File: src/hw/rtl/bsrs_pkg.sv
// bsrs_pkg: shared constants, types and codes for the beacon slot round scheduler
// used by bsrs_front, bsrs_back and beacon_slot_round_scheduler; no dependencies
package bsrs_pkg;

   localparam int NUM_BEACONS    = 8;
   localparam int ROUND_MAX      = 16;
   localparam int MANUAL_ENTRIES = 16;

   localparam int BEACON_W = 3;
   localparam int MASK_W   = 8;
   localparam int IDX_W    = (NUM_BEACONS > 1) ? $clog2(NUM_BEACONS) : 1;

   // scores: unsigned fraction of 65536
   localparam int SCORE_W = 17;
   localparam logic [SCORE_W-1:0] SCORE_INIT  = 17'd32768;
   localparam logic [SCORE_W-1:0] SCORE_FLOOR = 17'd1311;
   localparam int SCORE_ONE = 65536;

   // divide by five: multiply by ceil(2^21 / 5), exact for sums below 699050
   localparam int SUM_W      = 19;
   localparam int MULT_W     = 19;
   localparam int PROD_W     = SUM_W + MULT_W;
   localparam int DIV5_SHIFT = 21;
   localparam logic [MULT_W-1:0] DIV5_MULT = 19'd419431;

   localparam int REPEAT_W = 3;
   localparam int BONUS_W  = 4;
   localparam int SLOT_W   = 5;
   localparam int NRDY_W   = $clog2(NUM_BEACONS + 1);
   localparam int REM_W    = 7;
   localparam int CNT_W    = $clog2(ROUND_MAX + 1);
   localparam int MPICK_W  = $clog2(MANUAL_ENTRIES);
   localparam int LEN_W    = 5;
   localparam int ORDER_W  = 48;

   localparam int QUEUE_DEPTH = 2;
   localparam int QPTR_W      = 1;

   // csr port
   localparam int CSR_ADDR_W  = 6;
   localparam int CSR_DATA_W  = 64;
   localparam int CSR_SEL_LSB = 3;
   localparam int CSR_SEL_W   = CSR_ADDR_W - CSR_SEL_LSB;

   localparam logic [CSR_SEL_W-1:0] REG_MANUAL_MODE   = 3'd0;
   localparam logic [CSR_SEL_W-1:0] REG_MANUAL_LENGTH = 3'd1;
   localparam logic [CSR_SEL_W-1:0] REG_MANUAL_ORDER  = 3'd2;
   localparam logic [CSR_SEL_W-1:0] REG_BASE_REPEAT   = 3'd3;
   localparam logic [CSR_SEL_W-1:0] REG_BONUS_SLOTS   = 3'd4;

   typedef struct packed {
      logic                manual_mode;
      logic [LEN_W-1:0]    manual_length;
      logic [ORDER_W-1:0]  manual_order;
      logic [REPEAT_W-1:0] base_repeat;
      logic [BONUS_W-1:0]  bonus_slots;
   } cfg_type;

   typedef enum logic [0:0] {
      OP_REPORT,
      OP_BUILD
   } op_type;

   typedef struct packed {
      op_type                 op;
      logic [IDX_W-1:0]       beacon;
      logic                   success;
      logic [NUM_BEACONS-1:0] ready;
   } cmd_type;

   typedef enum logic [2:0] {
      ST_IDLE,
      ST_REP_MUL,
      ST_REP_WR,
      ST_BUILD,
      ST_BONUS,
      ST_EMIT_AUTO,
      ST_EMIT_MAN,
      ST_EMIT_EMPTY
   } back_state_type;

endpackage

File: src/hw/rtl/bsrs_front.sv
// bsrs_front: accepts items, classifies them and queues them for the back end
// depends on bsrs_pkg
module bsrs_front
   import bsrs_pkg::*;
(
   input  logic                clock,
   input  logic                reset,
   input  logic                start,
   output logic                busy,
   input  logic                req_command,
   input  logic [BEACON_W-1:0] req_beacon,
   input  logic                req_success,
   input  logic [MASK_W-1:0]   req_ready_mask,
   output logic                q_valid,
   output cmd_type             q_cmd,
   input  logic                q_pop
);

   cmd_type            entry_ff [QUEUE_DEPTH];
   logic [QPTR_W-1:0]  wr_ptr_ff, wr_ptr_in;
   logic [QPTR_W-1:0]  rd_ptr_ff, rd_ptr_in;
   logic [QPTR_W:0]    count_ff, count_in;
   logic               accept;
   logic               keep;
   logic               in_range;
   cmd_type            new_cmd;

   assign busy     = (count_ff == (QPTR_W+1)'(QUEUE_DEPTH));
   assign q_valid  = (count_ff != '0);
   assign q_cmd    = entry_ff[rd_ptr_ff];
   assign accept   = start && !busy;
   assign in_range = ({1'b0, req_beacon} < (BEACON_W+1)'(NUM_BEACONS));

   // reports for beacons out of range are dropped here
   always_comb begin
      new_cmd.op      = req_command ? OP_BUILD : OP_REPORT;
      new_cmd.beacon  = req_beacon[IDX_W-1:0];
      new_cmd.success = req_success;
      new_cmd.ready   = req_ready_mask[NUM_BEACONS-1:0];
      keep            = accept && (req_command || in_range);
   end

   always_comb begin
      wr_ptr_in = keep ? wr_ptr_ff + 1'b1 : wr_ptr_ff;
      rd_ptr_in = q_pop ? rd_ptr_ff + 1'b1 : rd_ptr_ff;
      count_in  = count_ff;
      if (keep && !q_pop) begin
         count_in = count_ff + 1'b1;
      end else if (!keep && q_pop) begin
         count_in = count_ff - 1'b1;
      end
   end

   always_ff @(posedge clock) begin
      if (reset) begin
         wr_ptr_ff <= '0;
         rd_ptr_ff <= '0;
         count_ff  <= '0;
      end else begin
         wr_ptr_ff <= wr_ptr_in;
         rd_ptr_ff <= rd_ptr_in;
         count_ff  <= count_in;
      end
   end

   always_ff @(posedge clock) begin
      if (keep) begin
         entry_ff[wr_ptr_ff] <= new_cmd;
      end
   end

endmodule

File: src/hw/rtl/bsrs_back.sv
// bsrs_back: failure scores, round building and slot emission, one item at a time
// depends on bsrs_pkg; fed by the queue in bsrs_front
module bsrs_back
   import bsrs_pkg::*;
(
   input  logic                clock,
   input  logic                reset,
   input  cfg_type             cfg,
   input  logic                q_valid,
   input  cmd_type             q_cmd,
   output logic                q_pop,
   output logic                rsp_strobe,
   output logic [BEACON_W-1:0] rsp_slot_beacon,
   output logic                rsp_last,
   output logic                rsp_empty_res
);

   back_state_type       state_ff, state_in;
   cmd_type              cmd_ff, cmd_in;
   logic [SCORE_W-1:0]   score_ff [NUM_BEACONS];
   logic [SCORE_W-1:0]   score_in [NUM_BEACONS];
   logic [PROD_W-1:0]    prod_ff, prod_in;
   logic [SLOT_W-1:0]    slots_ff [NUM_BEACONS];
   logic [SLOT_W-1:0]    slots_in [NUM_BEACONS];
   logic [BONUS_W-1:0]   bonus_ff [NUM_BEACONS];
   logic [BONUS_W-1:0]   bonus_in [NUM_BEACONS];
   logic [BONUS_W-1:0]   bonus_left_ff, bonus_left_in;
   logic [REM_W-1:0]     remain_ff, remain_in;
   logic [CNT_W-1:0]     emit_cnt_ff, emit_cnt_in;
   logic [IDX_W-1:0]     cursor_ff, cursor_in;
   logic [MANUAL_ENTRIES-1:0] man_vec_ff, man_vec_in;
   logic                 rsp_strobe_ff, rsp_strobe_in;
   logic [BEACON_W-1:0]  rsp_beacon_ff, rsp_beacon_in;
   logic                 rsp_last_ff, rsp_last_in;
   logic                 rsp_empty_ff, rsp_empty_in;

   logic [SUM_W-1:0]     sum;
   logic [SCORE_W-1:0]   quot;
   logic [SCORE_W-1:0]   floored;
   logic [NRDY_W-1:0]    n_ready;
   logic [MANUAL_ENTRIES-1:0] man_vec_new;
   logic [BEACON_W-1:0]  entry;
   logic                 best_valid;
   logic [IDX_W-1:0]     best_idx;
   logic [BONUS_W-1:0]   best_bonus;
   logic [SCORE_W-1:0]   best_score;
   logic [IDX_W-1:0]     auto_pick;
   logic                 auto_hi_found;
   logic [IDX_W-1:0]     auto_hi_pick;
   logic [MPICK_W-1:0]   man_pick;
   logic [MANUAL_ENTRIES-1:0] man_rest;
   logic                 last_slot;

   assign rsp_strobe      = rsp_strobe_ff;
   assign rsp_slot_beacon = rsp_beacon_ff;
   assign rsp_last        = rsp_last_ff;
   assign rsp_empty_res   = rsp_empty_ff;

   // score update: (4s + target + 2) / 5, floored
   always_comb begin
      sum = SUM_W'({score_ff[cmd_ff.beacon], 2'b00})
          + (cmd_ff.success ? SUM_W'(0) : SUM_W'(SCORE_ONE))
          + SUM_W'(2);
      quot    = prod_ff[DIV5_SHIFT +: SCORE_W];
      floored = (quot < SCORE_FLOOR) ? SCORE_FLOOR : quot;
   end

   // ready count and manual order filtered by readiness
   always_comb begin
      n_ready = '0;
      for (int i = 0; i < NUM_BEACONS; i++) begin
         n_ready = n_ready + NRDY_W'(cmd_ff.ready[i]);
      end
      for (int k = 0; k < MANUAL_ENTRIES; k++) begin
         entry = cfg.manual_order[k*BEACON_W +: BEACON_W];
         man_vec_new[k] = (LEN_W'(k) < cfg.manual_length) && (k < ROUND_MAX)
                       && ({1'b0, entry} < (BEACON_W+1)'(NUM_BEACONS))
                       && cmd_ff.ready[entry[IDX_W-1:0]];
      end
   end

   // bonus target: fewest bonuses, then lowest score, then lowest index
   always_comb begin
      best_valid = 1'b0;
      best_idx   = '0;
      best_bonus = '0;
      best_score = '0;
      for (int i = 0; i < NUM_BEACONS; i++) begin
         if (cmd_ff.ready[i]) begin
            if (!best_valid || (bonus_ff[i] < best_bonus)
                || ((bonus_ff[i] == best_bonus) && (score_ff[i] < best_score))) begin
               best_valid = 1'b1;
               best_idx   = IDX_W'(i);
               best_bonus = bonus_ff[i];
               best_score = score_ff[i];
            end
         end
      end
   end

   // round-robin pick: next beacon at or after the cursor with slots left, wrapping to the lowest
   always_comb begin
      auto_pick     = '0;
      auto_hi_pick  = '0;
      auto_hi_found = 1'b0;
      for (int i = NUM_BEACONS - 1; i >= 0; i--) begin
         if (slots_ff[i] != '0) begin
            auto_pick = IDX_W'(i);
            if (IDX_W'(i) >= cursor_ff) begin
               auto_hi_pick  = IDX_W'(i);
               auto_hi_found = 1'b1;
            end
         end
      end
      if (auto_hi_found) begin
         auto_pick = auto_hi_pick;
      end
      man_pick = '0;
      for (int k = MANUAL_ENTRIES - 1; k >= 0; k--) begin
         if (man_vec_ff[k]) begin
            man_pick = MPICK_W'(k);
         end
      end
      man_rest = man_vec_ff & ~(MANUAL_ENTRIES'(1) << man_pick);
      last_slot = (remain_ff == REM_W'(1)) || (emit_cnt_ff == CNT_W'(ROUND_MAX - 1));
   end

   always_comb begin
      state_in      = state_ff;
      cmd_in        = cmd_ff;
      score_in      = score_ff;
      prod_in       = prod_ff;
      slots_in      = slots_ff;
      bonus_in      = bonus_ff;
      bonus_left_in = bonus_left_ff;
      remain_in     = remain_ff;
      emit_cnt_in   = emit_cnt_ff;
      cursor_in     = cursor_ff;
      man_vec_in    = man_vec_ff;
      rsp_strobe_in = 1'b0;
      rsp_beacon_in = '0;
      rsp_last_in   = 1'b0;
      rsp_empty_in  = 1'b0;
      q_pop         = 1'b0;
      unique case (state_ff)
         ST_IDLE: begin
            if (q_valid) begin
               q_pop    = 1'b1;
               cmd_in   = q_cmd;
               state_in = (q_cmd.op == OP_REPORT) ? ST_REP_MUL : ST_BUILD;
            end
         end
         ST_REP_MUL: begin
            prod_in  = sum * DIV5_MULT;
            state_in = ST_REP_WR;
         end
         ST_REP_WR: begin
            score_in[cmd_ff.beacon] = floored;
            state_in = ST_IDLE;
         end
         ST_BUILD: begin
            emit_cnt_in = '0;
            cursor_in   = '0;
            man_vec_in  = man_vec_new;
            for (int i = 0; i < NUM_BEACONS; i++) begin
               slots_in[i] = cmd_ff.ready[i] ? SLOT_W'(cfg.base_repeat) : '0;
               bonus_in[i] = '0;
            end
            bonus_left_in = (n_ready > NRDY_W'(1)) ? cfg.bonus_slots : '0;
            remain_in     = REM_W'(n_ready) * REM_W'(cfg.base_repeat);
            if (n_ready == '0) begin
               state_in = ST_EMIT_EMPTY;
            end else if (cfg.manual_mode && (man_vec_new != '0)) begin
               state_in = ST_EMIT_MAN;
            end else begin
               state_in = ST_BONUS;
            end
         end
         ST_BONUS: begin
            if ((bonus_left_ff != '0) && best_valid) begin
               bonus_in[best_idx] = bonus_ff[best_idx] + 1'b1;
               slots_in[best_idx] = slots_ff[best_idx] + 1'b1;
               remain_in          = remain_ff + 1'b1;
               bonus_left_in      = bonus_left_ff - 1'b1;
            end else if (remain_ff == '0) begin
               state_in = ST_EMIT_EMPTY;
            end else begin
               state_in = ST_EMIT_AUTO;
            end
         end
         ST_EMIT_AUTO: begin
            rsp_strobe_in       = 1'b1;
            rsp_beacon_in       = BEACON_W'(auto_pick);
            rsp_last_in         = last_slot;
            slots_in[auto_pick] = slots_ff[auto_pick] - 1'b1;
            remain_in           = remain_ff - 1'b1;
            emit_cnt_in         = emit_cnt_ff + 1'b1;
            cursor_in           = auto_pick + 1'b1;
            if (last_slot) begin
               state_in = ST_IDLE;
            end
         end
         ST_EMIT_MAN: begin
            rsp_strobe_in = 1'b1;
            rsp_beacon_in = cfg.manual_order[man_pick*BEACON_W +: BEACON_W];
            rsp_last_in   = (man_rest == '0);
            man_vec_in    = man_rest;
            if (man_rest == '0) begin
               state_in = ST_IDLE;
            end
         end
         ST_EMIT_EMPTY: begin
            rsp_strobe_in = 1'b1;
            rsp_last_in   = 1'b1;
            rsp_empty_in  = 1'b1;
            state_in      = ST_IDLE;
         end
         default: begin
            state_in = ST_IDLE;
         end
      endcase
   end

   always_ff @(posedge clock) begin
      if (reset) begin
         state_ff      <= ST_IDLE;
         rsp_strobe_ff <= 1'b0;
         for (int i = 0; i < NUM_BEACONS; i++) begin
            score_ff[i] <= SCORE_INIT;
         end
      end else begin
         state_ff      <= state_in;
         rsp_strobe_ff <= rsp_strobe_in;
         score_ff      <= score_in;
      end
   end

   always_ff @(posedge clock) begin
      cmd_ff        <= cmd_in;
      prod_ff       <= prod_in;
      slots_ff      <= slots_in;
      bonus_ff      <= bonus_in;
      bonus_left_ff <= bonus_left_in;
      remain_ff     <= remain_in;
      emit_cnt_ff   <= emit_cnt_in;
      cursor_ff     <= cursor_in;
      man_vec_ff    <= man_vec_in;
      rsp_beacon_ff <= rsp_beacon_in;
      rsp_last_ff   <= rsp_last_in;
      rsp_empty_ff  <= rsp_empty_in;
   end

   a_empty_is_last: assert property (@(posedge clock) disable iff (reset)
      (rsp_strobe && rsp_empty_res) |-> (rsp_last && (rsp_slot_beacon == '0)))
      else $error("empty result without last or with a beacon");

   a_round_cap: assert property (@(posedge clock) disable iff (reset)
      (state_ff == ST_EMIT_AUTO) |-> (emit_cnt_ff < CNT_W'(ROUND_MAX)))
      else $error("round grew past its cap");

   a_auto_has_slots: assert property (@(posedge clock) disable iff (reset)
      (state_ff == ST_EMIT_AUTO) |-> (remain_ff != '0))
      else $error("auto emission with no slots left");

   a_manual_has_entries: assert property (@(posedge clock) disable iff (reset)
      (state_ff == ST_EMIT_MAN) |-> (man_vec_ff != '0))
      else $error("manual emission with no entries left");

   a_score_floor: assert property (@(posedge clock) disable iff (reset)
      (state_ff == ST_REP_WR) |=> (score_ff[$past(cmd_ff.beacon)] >= SCORE_FLOOR))
      else $error("score fell below the floor");

   a_pop_valid: assert property (@(posedge clock) disable iff (reset)
      q_pop |-> (q_valid && (state_ff == ST_IDLE)))
      else $error("queue popped while empty or busy");

endmodule

File: src/hw/rtl/beacon_slot_round_scheduler.sv
// beacon_slot_round_scheduler: top level with the csr registers
// depends on bsrs_pkg, bsrs_front and bsrs_back
//
//   channel   | ports                                       | handshake
//   ----------+---------------------------------------------+---------------------------
//   request   | req_command req_beacon req_success          | start high while busy low
//             | req_ready_mask                              |
//   response  | rsp_slot_beacon rsp_last rsp_empty_res      | rsp_strobe, one cycle
//   csr       | psel penable pwrite paddr pwdata prdata     | write when psel, penable,
//             | pready                                      | pwrite, pready all high
//
// a report item passes through the back end as queue pop, multiply and score write
// a build item passes through queue pop and setup, in auto mode then the bonus hand-out
// one bonus slot at a time and its exit, then emission of the slots one by one; each
// slot is registered and shows on the outputs in the cycle after it is formed
// a two-entry queue holds items while the back end works; busy is high when it is full
// reset clears the queue, control state and csr registers and sets every score to one half
module beacon_slot_round_scheduler
   import bsrs_pkg::*;
(
   input  logic                  clock,
   input  logic                  reset,
   input  logic                  start,
   output logic                  busy,
   input  logic                  req_command,
   input  logic [BEACON_W-1:0]   req_beacon,
   input  logic                  req_success,
   input  logic [MASK_W-1:0]     req_ready_mask,
   output logic                  rsp_strobe,
   output logic [BEACON_W-1:0]   rsp_slot_beacon,
   output logic                  rsp_last,
   output logic                  rsp_empty_res,
   input  logic                  psel,
   input  logic                  penable,
   input  logic                  pwrite,
   input  logic [CSR_ADDR_W-1:0] paddr,
   input  logic [CSR_DATA_W-1:0] pwdata,
   output logic [CSR_DATA_W-1:0] prdata,
   output logic                  pready
);

   cfg_type              cfg_ff, cfg_in;
   logic                 csr_write;
   logic [CSR_SEL_W-1:0] csr_sel;
   logic                 q_valid;
   cmd_type              q_cmd;
   logic                 q_pop;

   assign pready    = 1'b1;
   assign csr_sel   = paddr[CSR_ADDR_W-1:CSR_SEL_LSB];
   assign csr_write = psel && penable && pwrite && pready;

   always_comb begin
      cfg_in = cfg_ff;
      prdata = '0;
      unique case (csr_sel)
         REG_MANUAL_MODE: begin
            prdata = CSR_DATA_W'(cfg_ff.manual_mode);
            if (csr_write) cfg_in.manual_mode = pwdata[0];
         end
         REG_MANUAL_LENGTH: begin
            prdata = CSR_DATA_W'(cfg_ff.manual_length);
            if (csr_write) cfg_in.manual_length = pwdata[LEN_W-1:0];
         end
         REG_MANUAL_ORDER: begin
            prdata = CSR_DATA_W'(cfg_ff.manual_order);
            if (csr_write) cfg_in.manual_order = pwdata[ORDER_W-1:0];
         end
         REG_BASE_REPEAT: begin
            prdata = CSR_DATA_W'(cfg_ff.base_repeat);
            if (csr_write) cfg_in.base_repeat = pwdata[REPEAT_W-1:0];
         end
         REG_BONUS_SLOTS: begin
            prdata = CSR_DATA_W'(cfg_ff.bonus_slots);
            if (csr_write) cfg_in.bonus_slots = pwdata[BONUS_W-1:0];
         end
         default: begin
            prdata = '0;
         end
      endcase
   end

   always_ff @(posedge clock) begin
      if (reset) begin
         cfg_ff.manual_mode   <= 1'b0;
         cfg_ff.manual_length <= '0;
         cfg_ff.manual_order  <= '0;
         cfg_ff.base_repeat   <= REPEAT_W'(1);
         cfg_ff.bonus_slots   <= '0;
      end else begin
         cfg_ff <= cfg_in;
      end
   end

   bsrs_front u_front (
      .clock          (clock),
      .reset          (reset),
      .start          (start),
      .busy           (busy),
      .req_command    (req_command),
      .req_beacon     (req_beacon),
      .req_success    (req_success),
      .req_ready_mask (req_ready_mask),
      .q_valid        (q_valid),
      .q_cmd          (q_cmd),
      .q_pop          (q_pop)
   );

   bsrs_back u_back (
      .clock           (clock),
      .reset           (reset),
      .cfg             (cfg_ff),
      .q_valid         (q_valid),
      .q_cmd           (q_cmd),
      .q_pop           (q_pop),
      .rsp_strobe      (rsp_strobe),
      .rsp_slot_beacon (rsp_slot_beacon),
      .rsp_last        (rsp_last),
      .rsp_empty_res   (rsp_empty_res)
   );

endmodule
File: config.mk
export PLATFORM = sky130hd
export DESIGN_NAME = beacon_slot_round_scheduler
export DESIGN_NICKNAME = d
export VERILOG_FILES = /design/src/hw/rtl/bsrs_pkg.sv /design/src/hw/rtl/bsrs_front.sv /design/src/hw/rtl/bsrs_back.sv /design/src/hw/rtl/beacon_slot_round_scheduler.sv
export SDC_FILE = /design/constraint.sdc
export NUM_CORES = 2
export LEC_CHECK = 0
export BUFFER_PORTS_ARGS = -buffer_cell sky130_fd_sc_hd__buf_2
export CAP_MARGIN = 20
export CORE_UTILIZATION = 60
export DETAILED_ROUTE_END_ITERATION = 16
export MAX_ROUTING_LAYER = met4
export PLACE_DENSITY = 0.82
export SETUP_SLACK_MARGIN = 0.02
export SLEW_MARGIN = 40
export SYNTH_ARGS = -nofsm -noshare
export SYNTH_HDL_FRONTEND = slang
export SYNTH_SLANG_ARGS = --single-unit
export TNS_END_PERCENT = 1
File: constraint.sdc
create_clock -name clock -period 22.2 [get_ports clock]
set_input_delay 3.33 -clock clock [delete_from_list [all_inputs] [get_ports clock]]
set_output_delay 3.33 -clock clock [all_outputs]
set_load 0.02 [all_outputs]
Word-level counts from Yosys, hierarchy flattened:

Memory sizes are Yosys's and may differ from the RTL's. A register that Yosys moved wholly into a read port is not among the register bits.
Index checks and enable logic that the tools add are counted.
Widths: inputs -> output; s select.

* add/sub/neg operators: 21
* multiply operators: 3
* div/mod/pow operators: 0
* $lt $le $gt $ge: 62
* equal/unequal tests: 26
* shift-type cells: 2
* mux-type cells: 213
* bitwise operators: 5
* reduce and logical (&&, ||, !) cells: 90

Operator list (number)
* $mux 17: 18
* $pmux 48 s5: 1
* $mux 3: 51
* $bwmux 136: 1
* $mux 4: 34
* $pmux 40 s3: 1
* $lt 17x17->1: 7
* $bwmux 40: 2
* $lt 3x4->1 const B: 16
* $pmux 32 s2: 1
* $mux 1: 57
* $bmux 17 s3: 1
* $demux 17 s3: 1
* $bmux 1 s3: 16
* $shiftx 48x7->3: 1
* $lt 4x5->1 const A: 8
* $mux 40: 1
* $reduce_bool 5->1: 8
* $mul 19x19->38 const B: 1
* $logic_and 1x1->1: 33
* $bwmux 32: 1
* $mux 32: 1
* $pmux 16 s2: 1
* $bmux 5 s3: 2
* 66 further kinds: 158

* register bits: 367
* latch bits: 0
* RAM bits: 26
* ROM bits: 0
* bits of input ports: 89
* word-level logic and storage cells: 469
* memories: 1

Memories
* u_front.entry_ff: depth 2, width 13, read ports 1, clocked after memory_dff 1, wr ports 1, RTL line bsrs_front.sv:19 `cmd_type entry_ff [QUEUE_DEPTH];`

Depth between registers and ports, before layout:

* depth in word-level cells: 44
* depth in mapped cells: 102

Hierarchy:

From an unflattened synthesis, not the netlist that was laid out.

* cells, all modules: 3562
* area, all modules: 31798.0 µm²

Modules (own cells, without submodules)
* bsrs_back: times used 1, cells each 3148, area an instance 27363.7 µm², sequential area each 6986.7 µm²
* beacon_slot_round_scheduler: times used 1, cells each 349, area an instance 3283.1 µm², sequential area each 1221.2 µm²
* bsrs_front: times used 1, cells each 65, area an instance 1151.1 µm², sequential area each 880.8 µm²

Worst setup path after synthesis:

OpenSTA, ideal clock, no wires.

* path type: register -> register
* start: reg u_back.cmd_ff[0] in the netlist's numbering
* end: reg u_back.slots_ff[22] in the netlist's numbering, data pin
* setup time: 261 ps
* data arrival time: 19857 ps
* data required time: 21939 ps
* path slack: 2082 ps
* cell stages (with the launch flop): 95
* path buffers: 21
* period minus slack after synthesis: 20118 ps
* cell sequence: edfxtp_1 clkbuf_1 clkbuf_1 clkbuf_1 buf_1 nand2_1 ha_1 and4_1 o2111ai_1 a2111oi_0 a2111o_1 buf_6 clkbuf_1 nand3_1 o21ai_0 inv_1 ha_1 a21o_1 [... 59 more ...] a21o_1 a21oi_1 nor2_1 o31a_1 a31o_2 clkbuf_1 o21a_1 buf_4 mux2_2 a221oi_1 and2_1 buf_2 inv_1 ha_1 inv_1 xnor2_1 o21ai_0 a221o_1

RTL lines
* from (decl): RTL line bsrs_back.sv:19 `cmd_type cmd_ff, cmd_in;`
* from (signal assigned): RTL line bsrs_back.sv:239 `cmd_ff <= cmd_in;`
* to (signal assigned): RTL line bsrs_back.sv:241 `slots_ff <= slots_in;`
* to (decl): RTL line bsrs_back.sv:23 `logic [SLOT_W-1:0] slots_ff [NUM_BEACONS];`

==> impl_table.tex <==
\begin{tabular}{lr}
\hline
Metric & Value \\
\hline
\multicolumn{2}{l}{\textbf{Global route}} \\
\quad Global Route Usage Sum & 38.3\% \\
\quad Overall overflow remaining after global route & 0 \\
\quad Wire length of the first global-routing pass & 154000 µm \\
\quad Maximum number of pins on one net before global-route repair & 114 \\
\quad Via count of the first global-routing pass & 27200 \\
\quad Antenna violations before repair & 0 \\
\multicolumn{2}{l}{\textbf{Route}} \\
\quad Initial drt markers & 3423 \\
\quad Final wirelength & 99700 µm \\
\quad Routed Antenna Nets & 0 \\
\quad Vias post-DR & 28500 \\
\quad Drc violations & 0 \\
\quad Vias/cell & 6.50 \\
\quad Detail-routed net length per standard cell & 22.8 µm \\
\quad Number of optimization iterations in the first detailed-route pass & 9 \\
\multicolumn{2}{l}{\textbf{Synthesis}} \\
\quad Synth area leaders & sky130\_fd\_sc\_hd\_\_edfxtp\_1 (16\%), sky130\_fd\_sc\_hd\_\_dfxtp\_1 (13\%), sky130\_fd\_sc\_hd\_\_ha\_1 (13\%) \\
\quad Synth cell types & 97 \\
\quad Most common cell in the netlist & sky130\_fd\_sc\_hd\_\_nand2\_1 \\
\quad Synthesized instance count & 3596 \\
\quad Avg Inst Size Synth & 8.72 µm² \\
\quad Syn Std Cell Area & 31300 µm² \\
\quad Fraction of post-synthesis cell area in the top cell type by area & 15.5\% \\
\quad Yosys top cell by area & sky130\_fd\_sc\_hd\_\_edfxtp\_1 \\
\quad Share of synthesized area occupied by flip-flops and latches & 29.0\% \\
\quad Synth async-reset ratio & 0\% \\
\quad Flop and latch count out of synthesis & 373 \\
\quad Top flip-flop cell by instance count after synthesis & sky130\_fd\_sc\_hd\_\_dfxtp\_1 \\
\quad Warning count from the yosys run & 0 \\
\quad Number of synthesized flops with an enable pin & 162 \\
\quad Synth top cells by count & sky130\_fd\_sc\_hd\_\_nand2\_1 (458), sky130\_fd\_sc\_hd\_\_inv\_1 (365), sky130\_fd\_sc\_hd\_\_ha\_1 (314), sky130\_fd\_sc\_hd\_\_nor2\_1 (290), sky130\_fd\_sc\_hd\_\_a21oi\_1 (264) \\
\multicolumn{2}{l}{\textbf{Finish}} \\
\quad Area of all placed cells without fillers & 34500 µm² \\
\quad Number of filler instances in the final layout & 4184 \\
\quad Area growth from synthesis to final layout & 9.97\% \\
\quad Total Nets Final & 4200 \\
\quad Proportion of layout cells with a drive suffix above 1 & 11.8\% \\
\quad Antenna fix cells & 0 \\
\quad Finished Core Util & 66.9\% \\
\multicolumn{2}{l}{\textbf{CTS}} \\
\quad Buffer count from post-CTS setup fixing & 0 \\
\quad Number of clock sinks & 373 \\
\quad Number of H-tree branching levels & 2 \\
\quad Cts bufs inserted & 43 \\
\quad Hold bufs inserted after CTS & 0 \\
\quad Root buffer cell & sky130\_fd\_sc\_hd\_\_clkbuf\_16 \\
\quad Clock Tree Buf Depth & 3 \\
\quad CTS-repair resized insts & 0 \\
\quad Reg clk slew, reported paths & 60 ps \\
\quad Clock tree from TritonCTS & yes \\
\quad Latest clock arrival within the worst-skew pair & 610 ps \\
\multicolumn{2}{l}{\textbf{Placed design}} \\
\quad RePlAce Congestion & 1.03 \\
\quad Placed wire-length estimate after detailed placement & 74600 µm \\
\quad PortBufs & 124 \\
\quad Post-detailed-placement cell area & 32900 µm² \\
\multicolumn{2}{l}{\textbf{STA}} \\
\quad Skew final & 26.3 ps \\
\quad Total negative slack & 0 ps \\
\quad Transition at the pin with the smallest max-transition slack & 943 ps \\
\quad Total count of max-transition violations in the final report & 0 \\
\quad Unrepaired setup endpoints after global routing & no \\
\quad Time the worst path needs with I/O delays and setup & 21330 ps \\
\quad Worst relative slew slack & 36.9\% \\
\quad Post-route fraction of the period consumed by the critical path & 96.1\% \\
\quad Achievable Freq & 46.9 MHz \\
\quad Setup-failing EPs final & 0 \\
\quad Final Hold Violating Endpoints & 0 \\
\multicolumn{2}{l}{\textbf{Critical path}} \\
\quad Highest-delay cell along the critical path & sky130\_fd\_sc\_hd\_\_edfxtp\_1 \\
\quad Buffers \& Inverters on Critical Path & 13 \\
\quad Nature of the critical path endpoint & flip-flop \\
\quad Data arrival time of the critical path & 21680 ps \\
\quad Worst Path Class, Setup & flip-flop to flip-flop \\
\quad Max incr delay on CP & 880 ps \\
\quad Worst path most repeated cell & sky130\_fd\_sc\_hd\_\_ha\_1 \\
\quad Highest net fanout along the worst path & 47 \\
\quad CP delay by family, top & compound AO/OA/AOI/OAI gates \\
\quad CP Launch Type & flip-flop \\
\quad Data required time at the worst endpoint & 22540 ps \\
\multicolumn{2}{l}{\textbf{Worst hold path}} \\
\quad Worst min-delay path category & flip-flop to flip-flop \\
\multicolumn{2}{l}{\textbf{Outcome}} \\
\quad Run status & complete, no violations \\
\multicolumn{2}{l}{\textbf{Die}} \\
\quad I/O Pins & 161 \\
\quad Core area & 51500 µm² \\
\quad Site row count & 83 \\
\quad Die Ht & 231 µm \\
\quad Area of the die & 53200 µm² \\
\quad Floorplan die width & 231 µm \\
\quad Initial standard-cell utilization of the core & 60.9\% \\
\multicolumn{2}{l}{\textbf{Flow run}} \\
\quad MaxCap Viol Count & 0 \\
\hline
\end{tabular}
==> layout make-up <==
cell class | instances | area, µm² | share of cell area (%)
Multi-Input combinational cell | 2662 | 20200 | 58.5
Sequential cell | 373 | 9090 | 26.4
Timing Repair Buffer | 219 | 1390 | 4.04
Inverter | 367 | 1380 | 4.00
Clock buffer | 52 | 1170 | 3.40
Tap cell | 680 | 851 | 2.47
Clock inverter | 28 | 412 | 1.19
==> state kept, by name, indices dropped and copies added, names as in the netlist, 4 cells and up, named ones only <==
signal,flops
u_back.remain_ff,7
u_back.emit_cnt_ff,5
u_back.man_vec_ff,16
cfg_ff,61
u_back.bonus_ff,32
u_back.slots_ff,40
u_back.prod_ff,17
u_back.cmd_ff,12
u_back.bonus_left_ff,4
u_back.score_ff,136
u_front.entry_ff,26
==> kinds of logic (layout without fill, tap and decap cells) <==
kind of cell	after synthesis	in the layout	share of synthesized area (%)
xor gates and xnor gates	51	51	1.45
DFF	373	373	29.0
and+or+nand+nor	1123	1123	16.2
AOI/OAI and AO/OA	858	858	18.0
adders and majority gates	446	446	20.9
muxes	167	167	7.20
other	2	17	0.0240
buffers and inverters	576	666	7.17
==> worst register-to-register path: cells and delay by family (launching register included) <==
kind	cells	cell delay [ps]
buffers and inverters	13	2600
adders and majority gates	8	2110
AOI/OAI and AO/OA	36	8420
muxes	3	960
and+or+nand+nor	22	5910
xor gates and xnor gates	1	180
DFF	1	880
==> cells in the final DEF, fill, tap and decap left out, types with 24 or more instances in the layout <==
master                        n
sky130_fd_sc_hd__a211oi_1    92
sky130_fd_sc_hd__a21o_1      35
sky130_fd_sc_hd__a21oi_1    262
sky130_fd_sc_hd__a22oi_1     38
sky130_fd_sc_hd__and2_1      61
sky130_fd_sc_hd__buf_2      123
sky130_fd_sc_hd__buf_4       90
sky130_fd_sc_hd__clkbuf_16   43
sky130_fd_sc_hd__dfxtp_1    211
sky130_fd_sc_hd__edfxtp_1   162
sky130_fd_sc_hd__fa_1       131
sky130_fd_sc_hd__ha_1       314
sky130_fd_sc_hd__inv_1      365
sky130_fd_sc_hd__mux2_2      47
sky130_fd_sc_hd__mux2i_1     76
sky130_fd_sc_hd__mux4_2      42
sky130_fd_sc_hd__nand2_1    457
sky130_fd_sc_hd__nand2b_1    24
sky130_fd_sc_hd__nand3_1     82
sky130_fd_sc_hd__nand4_1     33
sky130_fd_sc_hd__nor2_1     289
sky130_fd_sc_hd__nor2b_1     36
sky130_fd_sc_hd__nor3_1      39
sky130_fd_sc_hd__o21ai_0    132
sky130_fd_sc_hd__o22ai_1     69
sky130_fd_sc_hd__xnor2_1     31
==> path summary, 6_finish.rpt <==
check	endpoint	start	depth (start not counted)	slack, ps
max	u_back.slots_ff[22]	u_back.cmd_ff[0]	83	870
min	u_back.score_ff[132]	u_back.score_ff[132]	2	500
max reg2reg	u_back.slots_ff[22]	u_back.cmd_ff[0]	83	870
min reg2reg	u_back.score_ff[132]	u_back.score_ff[132]	2	500
==> layer usage <==
metal | up-vias | part of all wire, % | track usage (%)
met2 | 1713 | 44 | 57.7
met3 | 399 | 11 | 8.57
met1 | 13500 | 39 | 49.3
li1 | 12900 | - | -
met4 | 0 | 5.2 | 17.1
met5 | - | 0 | -
==> through the flow <==
stage / hold slack, ps / worst slack [ps] / instances
after floorplan: 453 / 2080 / 3611
after global placement: 482 / 1720 / 4300
after detailed placement: 485 / 1660 / 4301
after CTS: 494 / 1550 / 4381
after global routing: 521 / 99.5 / 4381
final: 496 / 868 / 4381
Power is left out: the tool's default activity adds up to more than one toggle a clock period on the data nets, which glitch-free logic cannot reach.
